<file path="config.mk">
export PLATFORM = sky130hd
export DESIGN_NAME = signature_file_carver
export DESIGN_NICKNAME = d
export VERILOG_FILES = /design/src/rtl/sfc_pkg.sv /design/src/rtl/sfc_match.sv /design/src/rtl/signature_file_carver.sv
export SDC_FILE = /design/constraint.sdc
export NUM_CORES = 1
export LEC_CHECK = 0
export BUFFER_PORTS_ARGS = -buffer_cell sky130_fd_sc_hd__buf_2
export CAP_MARGIN = 10
export CORE_MARGIN = 3
export CORE_UTILIZATION = 53
export DETAILED_ROUTE_END_ITERATION = 6
export PLACE_DENSITY = 0.76
export SLEW_MARGIN = 20
export SYNTH_ARGS = -nofsm -noshare
export SYNTH_HDL_FRONTEND = slang
export SYNTH_HIERARCHICAL = 1
export SYNTH_SLANG_ARGS = --single-unit
</file>
<file path="constraint.sdc">
create_clock -name clk_i -period 3.3 [get_ports clk_i]
set_input_delay 0.165 -clock clk_i [delete_from_list [all_inputs] [get_ports clk_i]]
set_output_delay 0.165 -clock clk_i [all_outputs]
set_load 0.1 [all_outputs]
</file>
<file path="src/rtl/sfc_pkg.sv">
// Shared types, constants and helpers for the signature file carver.
// No dependencies; used by sfc_match and signature_file_carver.
package sfc_pkg;

  localparam int unsigned SigBytes = 8;
  localparam int unsigned SigW     = 8 * SigBytes;
  localparam int unsigned PosW     = $clog2(SigBytes);
  localparam int unsigned LenW     = 4;
  localparam int unsigned CfgIdxW  = 3;

  localparam logic [SigW-1:0] StartSigReset = 64'h0A1A_0A0D_474E_5089;
  localparam logic [SigW-1:0] EndSigReset   = 64'h8260_42AE_444E_4549;
  localparam logic [LenW-1:0] LenReset      = 4'd8;

  typedef enum logic [CfgIdxW-1:0] {
    REG_START_SIG = 3'd0,
    REG_START_LEN = 3'd1,
    REG_END_SIG   = 3'd2,
    REG_END_LEN   = 3'd3
  } cfg_reg_e;

  // Outcome of one naive compare step.
  typedef struct packed {
    logic            complete;
    logic [PosW-1:0] pos_next;
  } match_res_t;

  // Clamp a programmed length into 1..SigBytes.
  function automatic logic [LenW-1:0] eff_len(input logic [LenW-1:0] len);
    logic [LenW-1:0] res;
    if (len == '0) begin
      res = LenW'(1);
    end else if (len > LenW'(SigBytes)) begin
      res = LenW'(SigBytes);
    end else begin
      res = len;
    end
    return res;
  endfunction

  // Select byte pos of a signature word.
  function automatic logic [7:0] sig_byte(input logic [SigW-1:0] sig,
                                          input logic [PosW-1:0] pos);
    logic [PosW+2:0] sh;
    sh = {pos, 3'b000};
    return sig[sh +: 8];
  endfunction

endpackage

</file>
<file path="src/rtl/sfc_match.sv">
// Naive signature matcher step: compare one byte at the current position.
// Depends on sfc_pkg for widths, match_res_t and the byte helpers.
module sfc_match import sfc_pkg::*; (
  input  logic [SigW-1:0] sig_i,
  input  logic [LenW-1:0] len_i,
  input  logic [PosW-1:0] pos_i,
  input  logic [7:0]      data_byte_i,
  output match_res_t      res_o
);

  logic [LenW-1:0] len_eff;
  logic            hit;
  logic            at_end;

  assign len_eff = eff_len(len_i);
  assign hit     = (data_byte_i == sig_byte(sig_i, pos_i));
  // A shortened length can leave pos at or past the last byte.
  assign at_end  = ({1'b0, pos_i} + LenW'(1)) >= len_eff;

  always_comb begin
    res_o.complete = hit && at_end;
    if (hit && !at_end) begin
      res_o.pos_next = pos_i + PosW'(1);
    end else begin
      res_o.pos_next = '0;
    end
  end

endmodule

</file>
<file path="src/rtl/signature_file_carver.sv">
// Signature file carver: scans a byte stream and emits the bytes of carved
// files, from start signature through end signature.
// Results are registered: the first result of a byte appears in the cycle after its transfer.
// Throughput while out_stall_i is low: one byte per cycle inside a file; a start
// match emits a burst of 1..8 signature bytes, one per cycle, and input waits until its last beat.
// Reset: match state cleared, outside a file; registers hold PNG signatures.
module signature_file_carver import sfc_pkg::*; (
  input  logic               clk_i,
  input  logic               rst_ni,
  input  logic               in_valid_i,
  output logic               in_stall_o,
  input  logic [7:0]         data_byte_i,
  output logic               out_valid_o,
  input  logic               out_stall_i,
  output logic [7:0]         out_byte_o,
  output logic               file_start_o,
  output logic               file_end_o,
  output logic               run_last_o,
  input  logic               cfg_valid_i,
  output logic               cfg_ready_o,
  input  logic [CfgIdxW-1:0] cfg_index_i,
  input  logic [SigW-1:0]    cfg_data_i
);

  logic [SigW-1:0] head_sig_q, end_sig_q;
  logic [LenW-1:0] start_len_q, end_len_q;
  logic            inside_q;
  logic [PosW-1:0] start_pos_q, end_pos_q;

  logic            out_valid_q, file_start_q, file_end_q, run_last_q;
  logic [7:0]      out_byte_q;
  logic [PosW-1:0] beat_q;

  match_res_t      start_res, end_res;
  logic            in_accept, out_take, stage_free, cfg_we;
  logic [LenW-1:0] start_len_eff;
  logic [PosW-1:0] beat_next;

  sfc_match u_start_match (
    .sig_i       (head_sig_q),
    .len_i       (start_len_q),
    .pos_i       (start_pos_q),
    .data_byte_i (data_byte_i),
    .res_o       (start_res)
  );

  sfc_match u_end_match (
    .sig_i       (end_sig_q),
    .len_i       (end_len_q),
    .pos_i       (end_pos_q),
    .data_byte_i (data_byte_i),
    .res_o       (end_res)
  );

  assign cfg_ready_o   = 1'b1;
  assign cfg_we        = cfg_valid_i && cfg_ready_o;
  assign out_take      = out_valid_q && !out_stall_i;
  // Result stage can take a new item once the last beat of a run leaves.
  assign stage_free    = !out_valid_q || (run_last_q && !out_stall_i);
  assign in_stall_o    = !stage_free;
  assign in_accept     = in_valid_i && !in_stall_o;
  assign start_len_eff = eff_len(start_len_q);
  assign beat_next     = beat_q + PosW'(1);

  assign out_valid_o  = out_valid_q;
  assign out_byte_o   = out_byte_q;
  assign file_start_o = file_start_q;
  assign file_end_o   = file_end_q;
  assign run_last_o   = run_last_q;

  always_ff @(posedge clk_i or negedge rst_ni) begin
    if (!rst_ni) begin
      head_sig_q  <= StartSigReset;
      start_len_q <= LenReset;
      end_sig_q   <= EndSigReset;
      end_len_q   <= LenReset;
    end else if (cfg_we) begin
      case (cfg_index_i)
        REG_START_SIG: head_sig_q  <= cfg_data_i;
        REG_START_LEN: start_len_q <= cfg_data_i[LenW-1:0];
        REG_END_SIG:   end_sig_q   <= cfg_data_i;
        REG_END_LEN:   end_len_q   <= cfg_data_i[LenW-1:0];
        default: ;
      endcase
    end
  end

  always_ff @(posedge clk_i or negedge rst_ni) begin
    if (!rst_ni) begin
      inside_q    <= 1'b0;
      start_pos_q <= '0;
      end_pos_q   <= '0;
    end else if (in_accept) begin
      if (!inside_q) begin
        start_pos_q <= start_res.pos_next;
        inside_q    <= start_res.complete;
      end else begin
        end_pos_q <= end_res.pos_next;
        inside_q  <= !end_res.complete;
      end
    end
  end

  always_ff @(posedge clk_i or negedge rst_ni) begin
    if (!rst_ni) begin
      out_valid_q <= 1'b0;
    end else if (in_accept && (inside_q || start_res.complete)) begin
      out_valid_q <= 1'b1;
    end else if (out_take && run_last_q) begin
      out_valid_q <= 1'b0;
    end
  end

  // Payload: load on a new item, otherwise step through the start burst.
  always_ff @(posedge clk_i) begin
    if (in_accept && inside_q) begin
      out_byte_q   <= data_byte_i;
      file_start_q <= 1'b0;
      file_end_q   <= end_res.complete;
      run_last_q   <= 1'b1;
    end else if (in_accept && start_res.complete) begin
      out_byte_q   <= sig_byte(head_sig_q, '0);
      file_start_q <= 1'b1;
      file_end_q   <= 1'b0;
      run_last_q   <= (start_len_eff == LenW'(1));
      beat_q       <= '0;
    end else if (out_take && !run_last_q) begin
      out_byte_q   <= sig_byte(head_sig_q, beat_next);
      file_start_q <= 1'b0;
      file_end_q   <= 1'b0;
      run_last_q   <= (({1'b0, beat_next} + LenW'(1)) == start_len_eff);
      beat_q       <= beat_next;
    end
  end

  a_burst_blocks_input: assert property (@(posedge clk_i) disable iff (!rst_ni)
    (out_valid_o && !run_last_o) |-> in_stall_o)
    else $error("input taken during a signature burst");

  a_start_not_end: assert property (@(posedge clk_i) disable iff (!rst_ni)
    (out_valid_o && file_start_o) |-> !file_end_o)
    else $error("file start and file end on one beat");

  a_inside_one_result: assert property (@(posedge clk_i) disable iff (!rst_ni)
    (in_accept && inside_q) |=> (out_valid_o && run_last_o && !file_start_o))
    else $error("in-file byte did not produce a single result");

  a_enter_emits_start: assert property (@(posedge clk_i) disable iff (!rst_ni)
    $rose(inside_q) |-> (out_valid_o && file_start_o))
    else $error("file entered without a start beat");

endmodule

</file>
# After elaboration in Yosys (flattened, before gate mapping)
# Cells that the tools add are included.
dict set report classes {
  addsub 6
  n_mul 0
  n_div 0
  n_lt_le_gt_ge 4
  eq_ne 7
  shifts 3
  muxes 19
  bitwise_logic 2
  reduce_logical 34
}
# operator count
set ops {}
lappend ops {{64-bit by 7-bit indexed part select with 8-bit output} 3}
lappend ops {{8-bit 2-to-1 mux} 3}
lappend ops {{8-bit equality test} 2}
lappend ops {{4-bit 2-to-1 mux} 4}
lappend ops {{2-bit AND reduction} 7}
lappend ops {{3-bit by 1-bit adder with 4-bit output (second input constant)} 3}
lappend ops {{1-bit logical AND} 12}
lappend ops {{3-bit by 1-bit adder with 3-bit output (second input constant)} 3}
lappend ops {{1-bit 2-to-1 mux} 9}
lappend ops {{3-bit 2-to-1 mux} 3}
lappend ops {{4-bit >= comparator} 2}
lappend ops {{4-bit > comparator (second input constant)} 2}
lappend ops {{4-bit logical NOT} 2}
lappend ops {{1-bit logical NOT} 7}
lappend ops {{3-bit by 2-bit equality test with 1-bit output (second input constant)} 2}
lappend ops {{4-bit by 1-bit equality test with 1-bit output (second input constant)} 1}
lappend ops {{4-bit equality test} 1}
lappend ops {{2-bit nonzero test} 2}
lappend ops {{3-bit by 1-bit equality test with 1-bit output (second input constant)} 1}
lappend ops {{3-bit logical NOT} 1}
lappend ops {{3-bit nonzero test} 1}
lappend ops {{1-bit logical OR} 2}
lappend ops {{1-bit NOT} 2}
dict set report totals {
  reg_bits 158
  latchBits 0
  ramBits 0
  rom_bits 0
  inputBits 80
  output_inout_bits 14
  word_cells 88
  mem_count 0
}

# Longest topological paths before layout
# Gate-level depths: netlist of the first run.
dict set report depth {
  ltp_word 8
  mapped_depth 14
}

# Cells and area by module
# The synthesis of the first run kept the hierarchy.
# module n_inst cells_per_inst area_each_um2
set by_module_without_submodules {}
lappend by_module_without_submodules {signature_file_carver 1 437 6826.5}
lappend by_module_without_submodules {{sfc_match (u_start_match)} 1 80 803.3}
lappend by_module_without_submodules {{sfc_match (u_end_match)} 1 84 790.8}

# Worst setup path after synthesis of the first run
# No wires, ideal clock.
dict set report synth_timing {
  kind {reg-to-reg}
  startpoint {register start_pos_q[1]}
  endpoint {register run_last_q (netlist: run_last_o)}
  t_arrival_ns 3.381
  required_time_ns 3.217
  setup_slack_ns -0.164
  stages_incl_launch_ff 14
  n_path_buf 2
  period_less_slack_ns 3.464
  cell_sequence {dfrtp_1 -> buf_6 -> buf_8 -> mux2i_1 -> mux4_1 -> xnor2_1 -> or3b_1 -> or4_4 -> nor2_1 -> and2_1 -> o21ai_2 -> a2111oi_0 -> o221ai_1 -> o221ai_1}
}
# element line_no
set synth_lines {}
lappend synth_lines {{from (decl)} signature_file_carver.sv:28} ;# logic [PosW-1:0] start_pos_q, end_pos_q;
lappend synth_lines {{from (signal assigned)} signature_file_carver.sv:95} ;# start_pos_q <= start_res.pos_next;
lappend synth_lines {{to (signal assigned)} signature_file_carver.sv:125} ;# run_last_q <= (start_len_eff == LenW'(1));
lappend synth_lines {{to (signal assigned)} signature_file_carver.sv:131} ;# run_last_q <= (({1'b0, beat_next} + LenW'(1)) == start_len_eff);
lappend synth_lines {{to (decl)} signature_file_carver.sv:30} ;# logic out_valid_q, file_start_q, file_end_q, run_last_q;

==> flow_summary.toml, run 1 <==
[yosys]
yosysWarnings = 6
synthArstFlopShare_pct = 91.1
netlist_instances = 601
yosysUniqueCellTypes = 58
synth_edf_count = 12
yosysSeqAreaShare_pct = 48.3
synth_ff_type = "dfrtp_1"
syn_nets = 693
synth-seq-cells = 158
netlist_area_um2 = 8420
avgSynthCellArea_um2 = 14.0

[routing]
first_iter_violations = 459
wire_per_inst_um = 22.1
final_antenna_net_count = 0
drc = 0
vias = 5886
first_pass_iters = 5
via_per_inst = 5.95
drt_wl_total_mm = 21.9

[power]
power.total_uw = 5910
power_leakage_uw = 0.00434
powerDensity_nw_per_um2 = 566
peakVddDrop_uv = 386

[die]
die_h_um = 132
start_util_pct = 54.8
core_area_um2 = 15400
dieArea_um2 = 17400
die_w_um = 132
rows = 45
io_pins = 94

[clocking]
htreeDepth = 4
cts_buffers = 17
clk_pin_slew_ns = 0.06
root_buffer = "clkbuf_16"
cts_sinks = 158
clk_latency_ns = 0.43
clockBufferDepth = 2
cts_tree = "done"

[worst_hold_path]
holdPathStages = 2
hold_path.class = "primary input to flop"
hold_end = "end_sig_q[7]$_DFFE_PN0P_"
min_from = "cfg_data_i[7]"

[finish]
antenna_cells = 0
nNetsFinal = 857
drive_above_1_share_pct = 51.0
final_core_util_pct = 68.0
layout_commonest_cell = "mux2_2"
most-common-layout-cells = "mux2_2 (147), dfrtp_1 (94), buf_2 (91)"
fin_cells = 989
fill_cells = 1080
area_delta_synth_final_pct = 24.1

[worst_setup_path]
r2r_slack_ns = -0.13
cp-end-kind = "flop"
rr_worst_depth = 12
path_class = "flop to flop"
cp.arrival_ns = 3.78
timing.rr.start = "start_pos_q[0]$_DFFE_PN0P_"
required_ns = 3.65
start_kind = "flop"
crit_path_max_fanout = 6
r2r_end = "run_last_o$_SDFFE_PP1P_"

[global_routing]
antenna_found_initial = 0
grt_pass1_wl_mm = 34.7
grt_max_degree = 80
grt.total_usage_pct = 25.5
grtUsageMet1_pct = 33.2
met3_usage_pct = 5.42
grt-busiest-layer = "met2"
overflow = 0
met2_usage_pct = 43.2
grt_pass1_vias = 6243

[placement]
dpl.cell_count = 893
portBuffers = 92
gp_congestion = 0.869
post-dp-hpwl_mm = 14.7

[sta]
hold_slack_ns = 0.00401
rsz0062_at_grt = "yes"
period_share_pct = 104
fmax_mhz = 292
worstMarginPinSlew_ns = 0.913
period_needed_ns = 3.43
finalSetupViolations = 13
layout_setup_ws_ns = -0.128
finalMaxSlewViolations = 0
finalHoldViolations = 0
fin_skew_ns = 0.00599
slew_headroom_pct = 39.2

[run_status]
status = "finished with violations"
violations = "setup timing"

[job]
cap_violations = 0
[per-stage QoR]
| stage | cell area, µm² | TNS, ns | worst slack, ns |
|---|---|---|---|
| 4_1_cts | 10400 | -0.0340 | -0.0340 |
| 6_report | 10400 | -0.578 | -0.128 |
| 3_5_place_dp | 9160 | -0.0400 | -0.0400 |
| 2_1_floorplan | 8440 | 0 | 0.0558 |
| 5_1_grt | 10400 | -1.68 | -0.156 |
| 3_3_place_gp | 9160 | 0 | 0.00320 |
[where the power goes]
part | internal, µW | total (µW) | switching, µW
logic | 663 | 1200 | 540
registers | 2440 | 2740 | 304
clock network | 1160 | 1970 | 808
total | 4260 | 5910 | 1650
[worst max-delay path: stages, from the launching register on]
cell       delay (ns)
dfrtp_2          0.46
clkbuf_16        0.19
mux2i_1          0.13
a22o_1           0.27
o21ai_0          0.28
or3b_1           0.41
or4_4            0.58
nor2_4           0.14
and2_4           0.17
o21ai_2          0.07
a2111oi_2        0.30
o221ai_1         0.15
o221ai_1         0.19
[layer usage]
| metal | part of all wire (%) | up-vias |
|---|---|---|
| met1 | 42 | 3036 |
| li1 | - | 2618 |
| met3 | 5.5 | 40 |
| met5 | 0 | - |
| met4 | 1.9 | 0 |
| met2 | 51 | 192 |
[synth_stat cells (3+ instances only)]
master	instances	area, µm²
a21o_1	4	30.0
a21oi_1	10	50.1
a221oi_1	5	43.8
a22oi_1	7	52.6
and2_1	4	25.0
and3_1	10	62.6
buf_2	19	95.1
buf_4	3	22.5
buf_6	6	67.6
clkbuf_1	3	11.3
dfrtp_1	96	2400
dfstp_2	48	1260
edfxtp_1	12	360
ha_1	12	150
inv_1	7	26.3
mux2_2	147	1660
mux2i_1	38	380
mux4_1	11	289
mux4_2	23	518
nand2_1	17	63.8
nand2b_1	5	31.3
nor2_1	25	93.8
nor2b_1	14	87.6
o21ai_0	7	35.0
o221ai_1	3	26.3
o32ai_1	6	52.6
xnor2_1	4	35.0
xor2_1	10	87.6
[kinds of logic after synthesis]
kind of cell,Yosys count,synth area share [%]
muxes,219,33.8
DFF,158,48.3
and+or+nand+nor,99,6.63
AOI/OAI and AO/OA,57,4.96
buffers and inverters,41,3.11
xor gates and xnor gates,14,1.46
adders and majority gates,12,1.78
other,1,0.0445
[registers in the layout, summed over array words and instances (netlist names)]
signal,count
out_valid_o,1
out_byte_o,8
file_end_o,1
end_sig_q,64
inside_q,1
run_last_o,1
file_start_o,1
end_pos_q,3
start_len_q,4
start_pos_q,3
beat_q,3
head_sig_q,64
end_len_q,4
[worst max path at each step]
stage | cells after the start | start | end
after detailed placement | 12 | start_pos_q[1]$_DFFE_PN0P_ | run_last_o$_SDFFE_PP1P_
after global routing | 13 | start_pos_q[0]$_DFFE_PN0P_ | run_last_o$_SDFFE_PP1P_
after floorplan | 13 | start_pos_q[1]$_DFFE_PN0P_ | run_last_o$_SDFFE_PP1P_
final | 12 | start_pos_q[0]$_DFFE_PN0P_ | run_last_o$_SDFFE_PP1P_
after CTS | 12 | start_pos_q[1]$_DFFE_PN0P_ | run_last_o$_SDFFE_PP1P_
after global placement | 12 | start_pos_q[1]$_DFFE_PN0P_ | run_last_o$_SDFFE_PP1P_
[what timing repair did]
item,CTS,global route
pin swaps,3,5
hold buffers,57,0
setup buffers,6,0
resized for setup,1,15
cloned,0,1
endpoints found under the setup margin,2,22
hold endpoints to repair,148,0
[area by class of cell]
| class | count | area, µm² | share of cell area (%) |
|---|---|---|---|
| clock buffer | 19 | 454 | 4.35 |
| clock inverter | 13 | 138 | 1.32 |
| inverter | 7 | 26.3 | 0.251 |
| multi-input combinational | 402 | 4180 | 40.0 |
| sequential | 158 | 4070 | 38.9 |
| tap | 211 | 264 | 2.53 |
| timing repair buffer | 179 | 1330 | 12.7 |
Note: power is estimated with default switching activity, not from simulation.
==> run 2: changes to the inputs <==
--- a/config.mk
+++ b/config.mk
@@ -8,9 +8,9 @@
 export BUFFER_PORTS_ARGS = -buffer_cell sky130_fd_sc_hd__buf_2
 export CAP_MARGIN = 10
 export CORE_MARGIN = 3
-export CORE_UTILIZATION = 53
+export CORE_UTILIZATION = 60
 export DETAILED_ROUTE_END_ITERATION = 6
-export PLACE_DENSITY = 0.76
+export PLACE_DENSITY = 0.81
 export SLEW_MARGIN = 20
 export SYNTH_ARGS = -nofsm -noshare
 export SYNTH_HDL_FRONTEND = slang
==> constraint.sdc (replaced) <==
create_clock -name clk_i -period 4.4 [get_ports clk_i]
set_input_delay 0.22 -clock clk_i [delete_from_list [all_inputs] [get_ports clk_i]]
set_output_delay 0.22 -clock clk_i [all_outputs]
set_load 0.1 [all_outputs]
==> run 2 against run 1 <==
  * The flow now finishes without violations
  * Via count shrank 3.8%
  * Highest routed layer unchanged
  * Routed wire length shrank 8.7%
  * Critical path type unchanged
  * Critical endpoint unchanged
  * Core utilization grew 3.1 points
  * Largest cell class unchanged
  * Die area shrank 11%
==> flow_summary.toml, run 2 (synthesis results as in run 1) <==
[run_status]
status = "complete, no violations"

[routing]
drc = 0
first_iter_violations = 563
met3_length_mm = 1.69
wire_per_inst_um = 22.7
drt_wl_total_mm = 20.0
drt-met1-wl_mm = 7.98
wl_met2_mm = 9.75
first_pass_iters = 5
final_antenna_net_count = 0
via_per_inst = 6.44
vias = 5662
highest_layer = "met4"

[worst_setup_path]
path_class = "flop to flop"
r2r_end = "run_last_o$_SDFFE_PP1P_"
required_ns = 4.74
cp_slowest_cell = "mux4_1"
path_cells = "buf_4, mux4_1, xnor2_1, or3b_1, or4_4, nor2_1, and2_1, o21ai_2, a2111oi_0, o221ai_1, o221ai_1"
cp.arrival_ns = 4.36
rr_worst_depth = 11
cpPeakStageDelay_ns = 0.62
timing.rr.start = "start_pos_q[0]$_DFFE_PN0P_"
cp-end-kind = "flop"
crit_family = "simple AND/OR/NAND/NOR gates"
cp_common_cell = "o221ai_1"
crit_path_max_fanout = 23
cp_num_buf_inv = 1
r2r_slack_ns = 0.38
start_kind = "flop"

[sta]
slew_headroom_pct = 35.7
fmax_mhz = 249
final.setup.tns_ns = 0
rsz0062_at_grt = "no"
finalSetupViolations = 0
finalMaxSlewViolations = 0
finalHoldViolations = 0
period_needed_ns = 4.02
worstMarginPinSlew_ns = 0.965
period_share_pct = 91.3
fin_skew_ns = 0.0101
layout_setup_ws_ns = 0.385

[job]
cap_violations = 0

[clocking]
htreeDepth = 4
cts_buffers = 17
root_buffer = "clkbuf_16"
cts_resized = 0
cts_sinks = 158
clk_pin_slew_ns = 0.07
clockBufferDepth = 2
cts_tree = "done"
clk_latency_ns = 0.43

[die]
die_w_um = 124
die_h_um = 124
rows = 42
dieArea_um2 = 15500
core_area_um2 = 13500
start_util_pct = 62.3
io_pins = 94

[worst_hold_path]
hold_path.class = "primary input to flop"
min_from = "cfg_data_i[32]"
holdPathStages = 2
hold_end = "head_sig_q[32]$_DFFE_PN1P_"

[finish]
nNetsFinal = 782
most-common-layout-cells = "mux2_2 (147), dfrtp_1 (96), buf_2 (91)"
antenna_cells = 0
area_delta_synth_final_pct = 14.0
final_core_util_pct = 71.1
layout_commonest_cell = "mux2_2"
drive_above_1_share_pct = 51.6

[global_routing]
grt_pass1_vias = 5924
grt_max_degree = 109
grt.total_usage_pct = 26.8
antenna_found_initial = 0
grt_pass1_wl_mm = 32.6
overflow = 0

[placement]
post-dp-hpwl_mm = 14.1
portBuffers = 92
dpl_worst_slack_ns = 0.605
gp_congestion = 0.931

[power]
powerDensity_nw_per_um2 = 458
peakVddDrop_uv = 338
power_leakage_uw = 0.00398
## run 2: changes by cell type in the layout (fill, tap and decap cells not counted), sizes merged
cell         previous run  this run
clkinv                  8         6
clkbuf                 20        21
buf                   121       103
dlygate4sd3            57         1
## run 2: metrics by stage
step / hold slack (ns) / total power [µW] / cells / area (µm²)
after global placement: 0.405 / 2830 / 846 / 8980
after floorplan: -0.0756 / 2600 / 601 / 8420
after detailed placement: 0.414 / 2890 / 846 / 8980
final: 0.0306 / 4390 / 879 / 9600
after global routing: 0.0243 / 4590 / 879 / 9600
after CTS: 0.0132 / 4410 / 879 / 9600
## run 2: power breakdown
part | internal [µW] | leakage, µW | switching (µW)
Sequential | 1830 | 0.00179 | 224
Clock | 904 | 0.000299 | 602
Combinational | 451 | 0.00189 | 383
Total | 3190 | 0.00398 | 1210
## run 2: area by class of cell
type,count,area (µm²)
multi-input cells,402,4120
inverters,7,26.3
flip-flops and latches,158,4060
clock inverters,11,130
repair buffers,104,559
clock buffers,21,482
well taps,176,220
fillers,892,3910
## run 2: how the worst max path moves through the flow
stage | from | to | cells past startpoint
finish | start_pos_q[0]$_DFFE_PN0P_ | run_last_o$_SDFFE_PP1P_ | 11
global route | start_pos_q[0]$_DFFE_PN0P_ | run_last_o$_SDFFE_PP1P_ | 11
CTS | start_pos_q[1]$_DFFE_PN0P_ | run_last_o$_SDFFE_PP1P_ | 11
detailed placement | start_pos_q[1]$_DFFE_PN0P_ | run_last_o$_SDFFE_PP1P_ | 12
global placement | start_pos_q[0]$_DFFE_PN0P_ | run_last_o$_SDFFE_PP1P_ | 11
floorplan | start_pos_q[1]$_DFFE_PN0P_ | run_last_o$_SDFFE_PP1P_ | 13
## run 2: per-layer routing
layer	global-route usage [%]	up-vias
met1	35.6	2845
li1	-	2455
met4	10.4	0
met2	42.8	302
met3	6.43	60
met5	0	-
## run 2: what timing repair did
action	in CTS	in global routing
setup buffers	0	0
endpoints found under the setup margin	0	0
endpoints found under the hold margin	65	0
hold buffers	1	0
==> run 3: changes to the inputs <==
--- a/config.mk
+++ b/config.mk
@@ -8,9 +8,9 @@
 export BUFFER_PORTS_ARGS = -buffer_cell sky130_fd_sc_hd__buf_2
 export CAP_MARGIN = 10
 export CORE_MARGIN = 3
-export CORE_UTILIZATION = 60
+export CORE_UTILIZATION = 53
 export DETAILED_ROUTE_END_ITERATION = 6
-export PLACE_DENSITY = 0.81
+export PLACE_DENSITY = 0.76
 export SLEW_MARGIN = 20
 export SYNTH_ARGS = -nofsm -noshare
 export SYNTH_HDL_FRONTEND = slang
==> constraint.sdc (replaced) <==
create_clock -name clk_i -period 3.6 [get_ports clk_i]
set_input_delay 0.18 -clock clk_i [delete_from_list [all_inputs] [get_ports clk_i]]
set_output_delay 0.18 -clock clk_i [all_outputs]
set_load 0.1 [all_outputs]
==> run 3 against run 2 <==
  * Sequential share of layout area shrank 1.7 points
  * Via count shrank 0.16%
  * Clock skew shrank 0.0015 ns
  * Clock power grew 25%
  * First-iteration DRC count shrank 24%
  * Power grew 24%
  * Register-to-register slack lost 0.27 ns
  * Non-clock buffer count grew 29
  * Worst hold slack lost 0.022 ns
  * Critical endpoint is now out_byte_o[6]$_DFFE_PP_
  * Largest power group unchanged
  * Highest routed layer unchanged
==> flow_summary.toml, run 3 (synthesis results as in run 1) <==
[power]
power.total_uw = 5450
swShare_pct = 27.0
pwr-share-comb_pct = 19.3
power_leakage_uw = 0.00412
internal_power_uw = 3980
power.switching_uw = 1470
peakVddDrop_uv = 328
seq_power_share_pct = 46.0
powerDensity_nw_per_um2 = 545
clock_power_share_pct = 34.7

[die]
dieArea_um2 = 17400
die_w_um = 132
die_h_um = 132
start_util_pct = 54.8
core_area_um2 = 15400
io_pins = 94
rows = 45

[finish]
nNetsFinal = 811
most-common-layout-cells = "mux2_2 (147), dfrtp_1 (96), buf_2 (91)"
layout_commonest_cell = "mux2_2"
fin_cells = 942
fill_cells = 1119
drive_above_1_share_pct = 51.0
final_core_util_pct = 65.0
antenna_cells = 0
final-seq-area_um2 = 4060
area_delta_synth_final_pct = 18.6
multi_input_area_um2 = 4170

[routing]
drt_wl_total_mm = 20.6
first_iter_violations = 429
drc = 0
vias = 5653
via_per_inst = 6.00
first_pass_iters = 5
wire_per_inst_um = 21.8
final_antenna_net_count = 0

[sta]
layout_setup_ws_ns = 0.114
fmax_mhz = 287
period_needed_ns = 3.49
period_share_pct = 96.8
fin_skew_ns = 0.00861
finalSetupViolations = 0
slew_headroom_pct = 33.9
finalHoldViolations = 0
finalMaxSlewViolations = 0
worstMarginPinSlew_ns = 0.992

[worst_hold_path]
hold_end = "end_sig_q[58]$_DFFE_PN0P_"
holdPathStages = 2
hold_path.class = "primary input to flop"
min_from = "cfg_data_i[58]"

[worst_setup_path]
required_ns = 3.68
timing.rr.start = "start_pos_q[1]$_DFFE_PN0P_"
start_kind = "flop"
crit_path_max_fanout = 9
cp-end-kind = "flop"
path_class = "flop to flop"
r2r_end = "out_byte_o[6]$_DFFE_PP_"
path_cells = "buf_12, mux2i_1, mux4_2, xnor2_1, or3b_1, or4_4, nor2_4, and2_4, buf_4, o21ai_0, nand2_1"
cp_slowest_cell = "or4_4"
cp.arrival_ns = 3.57
r2r_slack_ns = 0.11
cpPeakStageDelay_ns = 0.57
rr_worst_depth = 11

[global_routing]
overflow = 0
grt.total_usage_pct = 24.3
grt_pass1_wl_mm = 33.3
antenna_found_initial = 0
grt_pass1_vias = 5972
grt_max_degree = 124

[placement]
dpl_worst_slack_ns = -0.0315
post-dp-hpwl_mm = 14.2
dpl.cell_count = 888
gp_congestion = 0.908
portBuffers = 92

[clocking]
cts_sinks = 158
clockBufferDepth = 2
root_buffer = "clkbuf_16"
htreeDepth = 4
cts_buffers = 17
cts_tree = "done"
clk_latency_ns = 0.43
clk_pin_slew_ns = 0.06

[job]
cap_violations = 0

[run_status]
status = "complete, no violations"
-- run 3: timing repair --
action                                 in CTS  in global routing
resized for setup                           2                  7
setup endpoints to repair                   1                 15
endpoints found under the hold margin      51                  0
hold buffers                               23                  0
setup buffers                               0                  0
pin swaps                                   0                  1
-- run 3: worst max path at each step --
| stage | slack (ns) | endpoint | cells past startpoint | startpoint |
|---|---|---|---|---|
| after floorplan | 0.14 | run_last_o$_SDFFE_PP1P_ | 13 | start_pos_q[1]$_DFFE_PN0P_ |
| after global placement | 0.13 | run_last_o$_SDFFE_PP1P_ | 12 | start_pos_q[1]$_DFFE_PN0P_ |
| after detailed placement | -0.03 | run_last_o$_SDFFE_PP1P_ | 12 | start_pos_q[1]$_DFFE_PN0P_ |
| after CTS | 0.006 | run_last_o$_SDFFE_PP1P_ | 12 | start_pos_q[1]$_DFFE_PN0P_ |
| after global routing | -0.006 | file_end_o$_SDFFCE_PN0P_ | 11 | start_pos_q[1]$_DFFE_PN0P_ |
| final | 0.11 | out_byte_o[6]$_DFFE_PP_ | 11 | start_pos_q[1]$_DFFE_PN0P_ |
-- run 3: critical path, delay by kind of cell, from the launching register on --
kind	cells	cell delay [ns]
compound gates	1	0.11
buf+inv	2	0.29
simple gates	5	1.59
xor+xnor	1	0.16
flops	1	0.40
mux	2	0.59
-- run 3: routing by layer --
metal	vias up	wire length, µm	part of all wire (%)	global-route usage (%)
li1	2518	-	-	-
met1	2914	9120	44	33.8
met2	193	9970	48	39.5
met3	28	1150	5.6	4.62
met4	0	340	1.7	7.00
met5	-	0	0	0
-- run 3: power by group through the flow --
| stage | sequential, µW | combinational [µW] | clock (µW) |
|---|---|---|---|
| global route | 2560 | 1130 | 1990 |
| finish | 2510 | 1050 | 1890 |
| detailed placement | 2520 | 1010 | 0 |
| floorplan | 2480 | 695 | 0 |
| CTS | 2500 | 1040 | 1910 |
| global placement | 2500 | 967 | 0 |
-- run 3: cell type report --
cell class / count / share of cell area, %
clock inverters: 11 / 1.65
inverters: 7 / 0.263
well taps: 211 / 2.64
repair buffers: 133 / 8.60
flip-flops and latches: 158 / 40.7
clock buffers: 20 / 4.47
multi-input cells: 402 / 41.7
-- run 3: metrics by stage --
step                setup TNS [ns]  hold slack [ns]  area [µm²]
floorplan                        0           -0.116        8420
global placement                 0            0.417        9100
detailed placement         -0.0315            0.428        9100
CTS                              0        0.0000496        9950
global route               -0.0398          0.00420        9990
finish                           0          0.00824        9990
